File: src/sitbd_pkg.sv
// shared constants and helper functions of the digit converter
package sitbd_pkg;

  // default for the largest usable base
  localparam int MaxDigitsDef = 16;

  // characters with a fixed meaning
  localparam logic [7:0] MinusChar = 8'h2D;
  localparam logic [7:0] PlusChar  = 8'h2B;

  // configuration register indexes
  localparam logic [1:0] CfgDigitCount  = 2'd0;
  localparam logic [1:0] CfgAlphabetLow = 2'd1;
  localparam logic [1:0] CfgAlphabetHi  = 2'd2;

  // smallest base that can be valid
  localparam logic [4:0] MinBase = 5'd2;

  // character for one digit from the packed 16 character alphabet
  function automatic logic [7:0] alpha_char(logic [127:0] alpha, logic [3:0] idx);
    return alpha[{idx, 3'b000} +: 8];
  endfunction

  // floor(2^32 / base), used for the reciprocal divide
  function automatic logic [31:0] base_recip(logic [4:0] b);
    logic [31:0] r;
    unique case (b)
      5'd2:    r = 32'h8000_0000;
      5'd3:    r = 32'h5555_5555;
      5'd4:    r = 32'h4000_0000;
      5'd5:    r = 32'h3333_3333;
      5'd6:    r = 32'h2AAA_AAAA;
      5'd7:    r = 32'h2492_4924;
      5'd8:    r = 32'h2000_0000;
      5'd9:    r = 32'h1C71_C71C;
      5'd10:   r = 32'h1999_9999;
      5'd11:   r = 32'h1745_D174;
      5'd12:   r = 32'h1555_5555;
      5'd13:   r = 32'h13B1_3B13;
      5'd14:   r = 32'h1249_2492;
      5'd15:   r = 32'h1111_1111;
      5'd16:   r = 32'h1000_0000;
      default: r = 32'h0000_0000;
    endcase
    return r;
  endfunction

endpackage

File: src/signed_int_to_base_digits_core.sv
// top level: signed 32-bit value to text in a configurable base
// flow: accept a value in idle, check the alphabet one character at a time, then find
//   each digit in a StMul/StFix pass on the shared reciprocal multiplier, then send
//   1 item per cycle out while not stalled; values pass one at a time through the
//   single multiplier loop and the one-entry output register, a new one taken only in idle
// reset: sequencer, output valid and the configuration registers clear to zero
module signed_int_to_base_digits_core
  import sitbd_pkg::*;
#(
  parameter int MAX_DIGITS = MaxDigitsDef
) (
  input  logic               clk_i,
  input  logic               rst_ni,
  // input channel
  input  logic               in_valid_i,
  output logic               in_stall_o,
  input  logic signed [31:0] value_i,
  // configuration write port
  input  logic               cfg_we_i,
  input  logic [1:0]         cfg_index_i,
  input  logic [63:0]        cfg_data_i,
  // output channel
  output logic               out_valid_o,
  input  logic               out_stall_i,
  output logic [7:0]         char_out_o,
  output logic               is_last_o
);

  localparam int DigW = $clog2(MAX_DIGITS);

  // sequencer states
  localparam logic [2:0] StIdle  = 3'd0;
  localparam logic [2:0] StCheck = 3'd1;
  localparam logic [2:0] StMul   = 3'd2;
  localparam logic [2:0] StFix   = 3'd3;
  localparam logic [2:0] StEmit  = 3'd4;

  logic [4:0]  digit_count_q;
  logic [63:0] alphabet_low_q;
  logic [63:0] alphabet_high_q;
  logic [127:0] alpha;

  logic [2:0]  state_q, state_d;
  logic [31:0] mag_q, mag_d;
  logic        neg_q, neg_d;
  logic [3:0]  chk_q, chk_d;
  logic [4:0]  nd_q, nd_d;
  logic [63:0] prod_q;
  logic [DigW-1:0] digits_q [32];

  logic        out_valid_q, out_valid_d;
  logic [7:0]  char_q, char_d;
  logic        last_q, last_d;

  logic        in_acc;
  logic        base_ok;
  logic [3:0]  base_top;
  logic [7:0]  chk_char;
  logic        dup;
  logic        chk_bad;
  logic [31:0] q_est;
  logic [31:0] q_base;
  logic [31:0] rem;
  logic        rem_over;
  logic [31:0] rem_fix;
  logic [31:0] q_fix;
  logic        out_load;
  logic        dig_we;

  assign alpha    = {alphabet_high_q, alphabet_low_q};
  assign in_acc   = in_valid_i && !in_stall_o;
  assign in_stall_o = (state_q != StIdle);
  assign base_ok  = (digit_count_q >= MinBase) && (digit_count_q <= 5'(MAX_DIGITS));
  assign base_top = 4'(digit_count_q - 5'd1);

  // configuration registers
  always_ff @(posedge clk_i or negedge rst_ni) begin
    if (!rst_ni) begin
      digit_count_q   <= '0;
      alphabet_low_q  <= '0;
      alphabet_high_q <= '0;
    end else if (cfg_we_i) begin
      unique case (cfg_index_i)
        CfgDigitCount:  digit_count_q   <= cfg_data_i[4:0];
        CfgAlphabetLow: alphabet_low_q  <= cfg_data_i;
        CfgAlphabetHi:  alphabet_high_q <= cfg_data_i;
        default: ;
      endcase
    end
  end

  // alphabet check of one character against the later ones and the sign characters
  always_comb begin
    chk_char = alpha_char(alpha, chk_q);
    dup = 1'b0;
    for (int j = 0; j < 16; j++) begin
      if ((5'(j) > {1'b0, chk_q}) && (5'(j) < digit_count_q) &&
          (alpha_char(alpha, 4'(j)) == chk_char)) begin
        dup = 1'b1;
      end
    end
    chk_bad = dup || (chk_char == PlusChar) || (chk_char == MinusChar);
  end

  // quotient estimate correction, off the registered product
  assign q_est    = prod_q[63:32];
  assign q_base   = 32'(q_est * {27'b0, digit_count_q});
  assign rem      = mag_q - q_base;
  assign rem_over = (rem >= {27'b0, digit_count_q});
  assign rem_fix  = rem_over ? (rem - {27'b0, digit_count_q}) : rem;
  assign q_fix    = rem_over ? (q_est + 32'd1) : q_est;

  assign out_load = (state_q == StEmit) && (!out_valid_q || !out_stall_i);
  assign dig_we   = (state_q == StFix);

  // sequencer
  always_comb begin
    state_d = state_q;
    mag_d   = mag_q;
    neg_d   = neg_q;
    chk_d   = chk_q;
    nd_d    = nd_q;
    char_d  = char_q;
    last_d  = last_q;
    unique case (state_q)
      StIdle: begin
        if (in_acc) begin
          neg_d = value_i[31];
          mag_d = value_i[31] ? (32'd0 - value_i) : value_i;
          chk_d = '0;
          nd_d  = '0;
          if (base_ok) begin
            state_d = StCheck;
          end
        end
      end
      StCheck: begin
        if (chk_bad) begin
          state_d = StIdle;
        end else if (chk_q == base_top) begin
          state_d = StMul;
        end else begin
          chk_d = chk_q + 4'd1;
        end
      end
      StMul: begin
        state_d = StFix;
      end
      StFix: begin
        mag_d = q_fix;
        if ((q_fix == 32'd0) || (nd_q == 5'd31)) begin
          state_d = StEmit;
        end else begin
          nd_d    = nd_q + 5'd1;
          state_d = StMul;
        end
      end
      StEmit: begin
        if (out_load) begin
          if (neg_q) begin
            char_d = MinusChar;
            last_d = 1'b0;
            neg_d  = 1'b0;
          end else begin
            char_d = alpha_char(alpha, 4'(digits_q[nd_q]));
            last_d = (nd_q == 5'd0);
            if (nd_q == 5'd0) begin
              state_d = StIdle;
            end else begin
              nd_d = nd_q - 5'd1;
            end
          end
        end
      end
      default: begin
        state_d = StIdle;
      end
    endcase
  end

  // output register valid
  always_comb begin
    if (out_load) begin
      out_valid_d = 1'b1;
    end else if (!out_stall_i) begin
      out_valid_d = 1'b0;
    end else begin
      out_valid_d = out_valid_q;
    end
  end

  // control state
  always_ff @(posedge clk_i or negedge rst_ni) begin
    if (!rst_ni) begin
      state_q     <= StIdle;
      out_valid_q <= 1'b0;
      neg_q       <= 1'b0;
      chk_q       <= '0;
      nd_q        <= '0;
    end else begin
      state_q     <= state_d;
      out_valid_q <= out_valid_d;
      neg_q       <= neg_d;
      chk_q       <= chk_d;
      nd_q        <= nd_d;
    end
  end

  // datapath registers and shared multiplier
  always_ff @(posedge clk_i) begin
    mag_q  <= mag_d;
    char_q <= char_d;
    last_q <= last_d;
    prod_q <= {32'b0, mag_q} * {32'b0, base_recip(digit_count_q)};
    if (dig_we) begin
      digits_q[nd_q] <= rem_fix[DigW-1:0];
    end
  end

  assign out_valid_o = out_valid_q;
  assign char_out_o  = char_q;
  assign is_last_o   = last_q;

endmodule

File: config.mk
export PLATFORM = sky130hd
export DESIGN_NAME = signed_int_to_base_digits_core
export DESIGN_NICKNAME = d
export VERILOG_FILES = /design/src/sitbd_pkg.sv /design/src/signed_int_to_base_digits_core.sv
export SDC_FILE = /design/constraint.sdc
export NUM_CORES = 2
export LEC_CHECK = 0
export BUFFER_PORTS_ARGS = -buffer_cell sky130_fd_sc_hd__buf_2
export CORE_UTILIZATION = 45
export CTS_BUF_LIST = sky130_fd_sc_hd__clkbuf_2
export DETAILED_ROUTE_END_ITERATION = 6
export SLEW_MARGIN = 15
export SYNTH_ARGS = -nofsm -noshare
export SYNTH_HDL_FRONTEND = slang
export SYNTH_SLANG_ARGS = --single-unit
File: constraint.sdc
create_clock -name clk_i -period 10.01 [get_ports clk_i]
set_clock_uncertainty 0.2 [all_clocks]
set_input_delay 0.5005 -clock clk_i [delete_from_list [all_inputs] [get_ports clk_i]]
set_output_delay 0.5005 -clock clk_i [all_outputs]
set_load 0.005 [all_outputs]
* Word-level counts from Yosys, hierarchy flattened *
Memory sizes are Yosys's and may differ from the RTL's.
Index checks and enable logic that the tools add are counted.

word-level totals
  register bits = 252
  RAM bits = 128
  memory bits (read-only) = 1024
  bits of input ports = 103
  output and inout bits = 11
  logic and storage cells = 199
  memories kept = 2

memory list
  memory           words  width  rd ports  clocked after Yosys merged registers in  write ports  RTL line                              text
  (no name shown)  32     32     1         0                                        0            sitbd_pkg.sv:27                       unique case (b)
  digits_q         32     4      1         0                                        1            signed_int_to_base_digits_core.sv:49  logic [DigW-1:0] digits_q [32];

cells by class
  add/sub/neg operators = 8
  multiply operators = 2
  order comparisons = 33
  equal/unequal tests = 36
  shifts and indexed selects = 2
  multiplexer cells = 46
  reductions and logical operators = 58

operators with widths
  operator                                                                         number
  128-bit by 8-bit variable part select with 8-bit output                          2
  8-bit equality test                                                              15
  32-bit two-way mux                                                               3
  32-bit by 32-bit multiplier with 64-bit output                                   1
  32-bit one-hot mux with 2 select lines                                           1
  4-bit by 5-bit < comparator with 1-bit output (first input constant)             8
  1-bit logical AND                                                                33
  32-bit by 1-bit adder with 32-bit output (second input constant)                 1
  32-bit by 5-bit >= comparator with 1-bit output                                  1
  4-bit greater-than comparator (first input constant)                             8
  32-bit zero test                                                                 1
  32-bit by 5-bit multiplier with 32-bit output                                    1
  1-bit by 32-bit subtractor with 32-bit output (first input constant)             1
  32-bit subtractor                                                                1
  5-bit two-way mux                                                                5
  3-bit two-way mux                                                                8
  1-bit two-way mux                                                                21
  3-bit by 5-bit < comparator with 1-bit output (first input constant)             4
  8-bit by 6-bit equality test with 1-bit output (second input constant)           2
  3-bit by 4-bit greater-than comparator with 1-bit output (first input constant)  4
  4-bit two-way mux                                                                4
  2-bit inequality test (second input constant)                                    8
  3-bit one-hot mux with 5 select lines                                            1
  5-bit one-hot mux with 3 select lines                                            1
  other kinds (33)                                                                 50

* Depth between registers and ports, before layout *
  depth in word-level cells = 22
  mapped depth = 41
  depth with buffers taken out = 38

* Least setup slack after synthesis *
Ideal clock, no wire load.

  path type = reg2reg
  start = register digit_count_q[0]
  end = register prod_q[60]
  setup time = 0.127 ns
  data arrival time = 8.874 ns
  data required time = 9.683 ns
  slack = 0.809 ns
  cell stages (with the launch flop) = 41
  buffers on the path = 3
  clock period less this slack = 9.201 ns
  path through = dfrtp_1 clkbuf_1 inv_1 ha_1 nand2_1 nor2_1 a21oi_1 nor2_1 clkbuf_1 clkbuf_1 nand2_1 fa_1 inv_1 fa_1 fa_1 inv_1 fa_1 inv_1 [5 not listed] inv_1 fa_1 inv_1 ha_1 a21o_1 a21oi_1 nand2_1 o31ai_1 a21o_1 a21oi_1 nor2_1 o21ai_0 a21o_1 o21a_1 o21ai_0 nor2b_1 o21ai_0 xor2_1

between the ends
  word-level cells in the longest chain between the ends = 2

RTL lines
  element                                         RTL line                               text
  start, declared                                 signed_int_to_base_digits_core.sv:38   logic [4:0] digit_count_q;
  start signal, assigned                          signed_int_to_base_digits_core.sv:84   CfgDigitCount: digit_count_q <= cfg_data_i[4:0];
  memory read 32 x 32 bit                         n/a
  32-bit by 32-bit multiplier with 64-bit output  signed_int_to_base_digits_core.sv:214  prod_q <= {32'b0, mag_q} * {32'b0, base_recip(digit_count_q)};
  end signal, assigned                            signed_int_to_base_digits_core.sv:214
  end, declared                                   signed_int_to_base_digits_core.sv:48   logic [63:0] prod_q;

No other way between the ends.
A chain may end at the register's enable or synchronous reset.

* Worst setup path after layout *
Same ends and word-level chain as after synthesis.

==> impl_metrics.csv <==
group,metric,value,unit
worst_setup_path,cp-endpoint,"prod_q[60]",
cts,insertion_delay,1180,ps
global_routing,grt_start_max_net_pins,77,
synth,async_flop_share,42.24,%
synth,netlist_area,54730,µm²
cts,cts.sinks,348,
sta,layout_setup_ws,331.5,ps
sta,final_hold_viol_count,0,
routing,drtIter0Drc,3504,
routing,via_count,41191,
die,die_area,123000,µm²
cts,clock_path_buffers,3,
worst_setup_path,crit_fanout,23,
cells_and_area,synthToLayoutAreaGrowth,10.88,%
synth,synth_adder_area_share,44.07,%
sta,whs,153.6,ps
run_status,status,"finished clean",
sta,setup-violations-final,0,
synth,synth_ff_type,"edfxtp_1",
cells_and_area,nets,7183,
synth,ys_types,89,
cts,root_buffer,"clkbuf_2",
sta,tightest_slew,1156,ps
cts,htreeDepth,3,
synth,synth_compound_area_share,5.804,%
global_routing,first_global_vias,43764,
worst_setup_path,path_class,"register to register",
synth,postSynthAreaPerCell,9.973,µm²
global_routing,overflow,0,
worst_setup_path,crit_top_cell,"fa_1",
sta,min_period_over_period,96.69,%
routing,detail-route-antenna-nets,0,
synth,synth.yosys.seq_area_share,17.16,%
die,start_util,45.50,%
die,io_pins,114,
synth,synth-xor-area-share,3.936,%
die,rows,127,
cells_and_area,fill_cells,11150,
synth,yosysWarnings,0,
synth,yosys.area.top_type_share,36.87,%
flow_run,max_cap_viol_count,0,
worst_setup_path,end_kind,"register",
worst_setup_path,critPathLaunchType,"register",
routing,wl_per_cell,23.96,µm
die,die_h,350.8,µm
cts,path_clk_slew,120,ps
place,gp_congestion,0.9738,
synth,synth_top_family_by_area,"adder cells",
synth,synth_nets,6914,
hold_path,min_path_cells,4,
synth,ys_ff_latch,348,
synth,synthMuxAreaShare,6.648,%
cells_and_area,final_common_cell,"inv_1",
worst_setup_path,reg2reg_depth,35,
cells_and_area,finalInstanceArea,60690,µm²
die,core_area,120300,µm²
worst_setup_path,max_stage_delay,570,ps
synth,synth.area.top_cells,"fa_1 (37%), edfxtp_1 (9.3%), ha_1 (7.2%), inv_1 (7.1%), dfrtp_1 (6.7%)",
cts,cts_buffers,86,
sta,max_freq,103.3,MHz
worst_setup_path,critPathSlowestCell,"fa_1",
global_routing,antenna_found_initial,12,
cts,cts_tree,"yes",
place,place_ws,183.2,ps
routing,drtPass1Iterations,6,
routing,via_per_inst,5.530,
synth,yosysTopAreaCell,"fa_1",
global_routing,grt_pass1_wl,273700,µm
place,port-buffer-count,113,
hold_path,hold_path.class,"primary input to register",
worst_setup_path,cp.required,10800,ps
routing,drt_wl_total,178500,µm
synth,syn_inst,5488,
place,dp_hpwl,141600,µm
worst_setup_path,worstPathArrival,10470,ps
worst_setup_path,r2r-start,"digit_count_q[0]",
routing,drc,0,
worst_setup_path,r2r_slack,330,ps
cells_and_area,layout_common_cells,"inv_1 (1,038), fa_1 (1,008), nand2_1 (607), and2_1 (370), ha_1 (315)",
sta,slew_headroom,22.91,%
sta,drv_slew,0,
synth,synthSimpleGateAreaFrac,13.16,%
synth,synth_edf_count,169,
place,dpl_cell_area,57610,µm²
cells_and_area,layout-drive-gt1-share,11.94,%
worst_setup_path,reg2reg_to,"prod_q[60]",
worst_setup_path,crit_start,"digit_count_q[0]",
sta,min_period,9678,ps
die,die_w,350.8,µm
sta,tns,0,ps
global_routing,grt_usage,29.92,%
==> layout make-up <==
class	instances	area, µm²	area share, %
Tap cell	1612	2017	3.323
Sequential cell	348	9400	15.49
Antenna cell	8	20.02	0.03299
Timing Repair Buffer	471	3926	6.469
Multi-Input combinational cell	3810	40510	66.76
Clock inverter	47	335.3	0.5525
Clock buffer	113	565.5	0.9319
Inverter	1040	3911	6.445
==> timing repair <==
item / CTS / global route
hold buffers: 198 / 0
endpoints found under the setup margin: 0 / 14
gates resized for setup: 0 / 12
buffers inserted: 0 / 10
endpoints found under the hold margin: 361 / 0
==> kinds of logic after synthesis <==
| kind of cell | count (synthesis) |
|---|---|
| xor gates and xnor gates | 246 |
| AOI/OAI and AO/OA | 488 |
| buffers and inverters | 1330 |
| muxes | 281 |
| and+or+nand+nor | 1472 |
| adders and majority gates | 1323 |
| DFF | 348 |
==> worst max-delay path: cells and delay by family, from the launching register on <==
kind	cells	cell delay, ps
adders and majority gates	10	4460
xor gates and xnor gates	1	160
buffers and inverters	6	860
DFF	1	430
and+or+nand+nor	5	860
AOI/OAI and AO/OA	13	2540
==> synthesized netlist by cell type, drive strengths merged (37+ instances only) <==
cell type and number:
o21ai 99, nand2 607, dfrtp 147, mux4 49, xor2 79, mux2i 68
nand3 46, nor3 48, mux2 164, xnor2 167, nand4 51, inv 1039
ha 315, nor2 184, and2 371, edfxtp 169, buf 37, fa 1008
clkbuf 253, a21oi 147, a211oi 41
==> metal layers <==
metal	wire (µm)	vias up	part of all wire, %	track usage, %
met5	27	-	0.015	0
met4	6974	4	3.9	10.74
met3	15470	372	8.7	5.536
met2	81500	1804	46	46.93
met1	74510	21146	42	41.50
li1	-	17865	-	-
==> metrics by stage <==
stage | util [%] | cells
global placement | 47.90 | 7073
finish | 50.45 | 7449
detailed placement | 47.90 | 7073
floorplan | - | 5488
CTS | 50.31 | 7431
global route | 50.45 | 7449
==> worst min-delay path by stage <==
stage / startpoint / endpoint / slack [ps]
5_1_grt: out_stall_i / out_valid_o / 130
4_1_cts: out_stall_i / out_valid_o / 3
2_1_floorplan: rst_ni / alphabet_high_q[0] / 5
6_report: out_stall_i / out_valid_o / 150
3_3_place_gp: alphabet_low_q[1] / alphabet_low_q[1] / 330
3_5_place_dp: alphabet_low_q[1] / alphabet_low_q[1] / 330
==> registers in the layout, summed over array words and instances (netlist names) <==
name and flops:
digit_count_q 5, is_last_o 1, alphabet_low_q 64, mag_q 32, neg_q 1, nd_q 5
alphabet_high_q 64, prod_q 32, state_q 3, digits_q 128, out_valid_o 1, chk_q 4
char_out_o 8
Power is left out: the tool's default activity adds up to more than one toggle a clock period on the data nets, which glitch-free logic cannot reach.
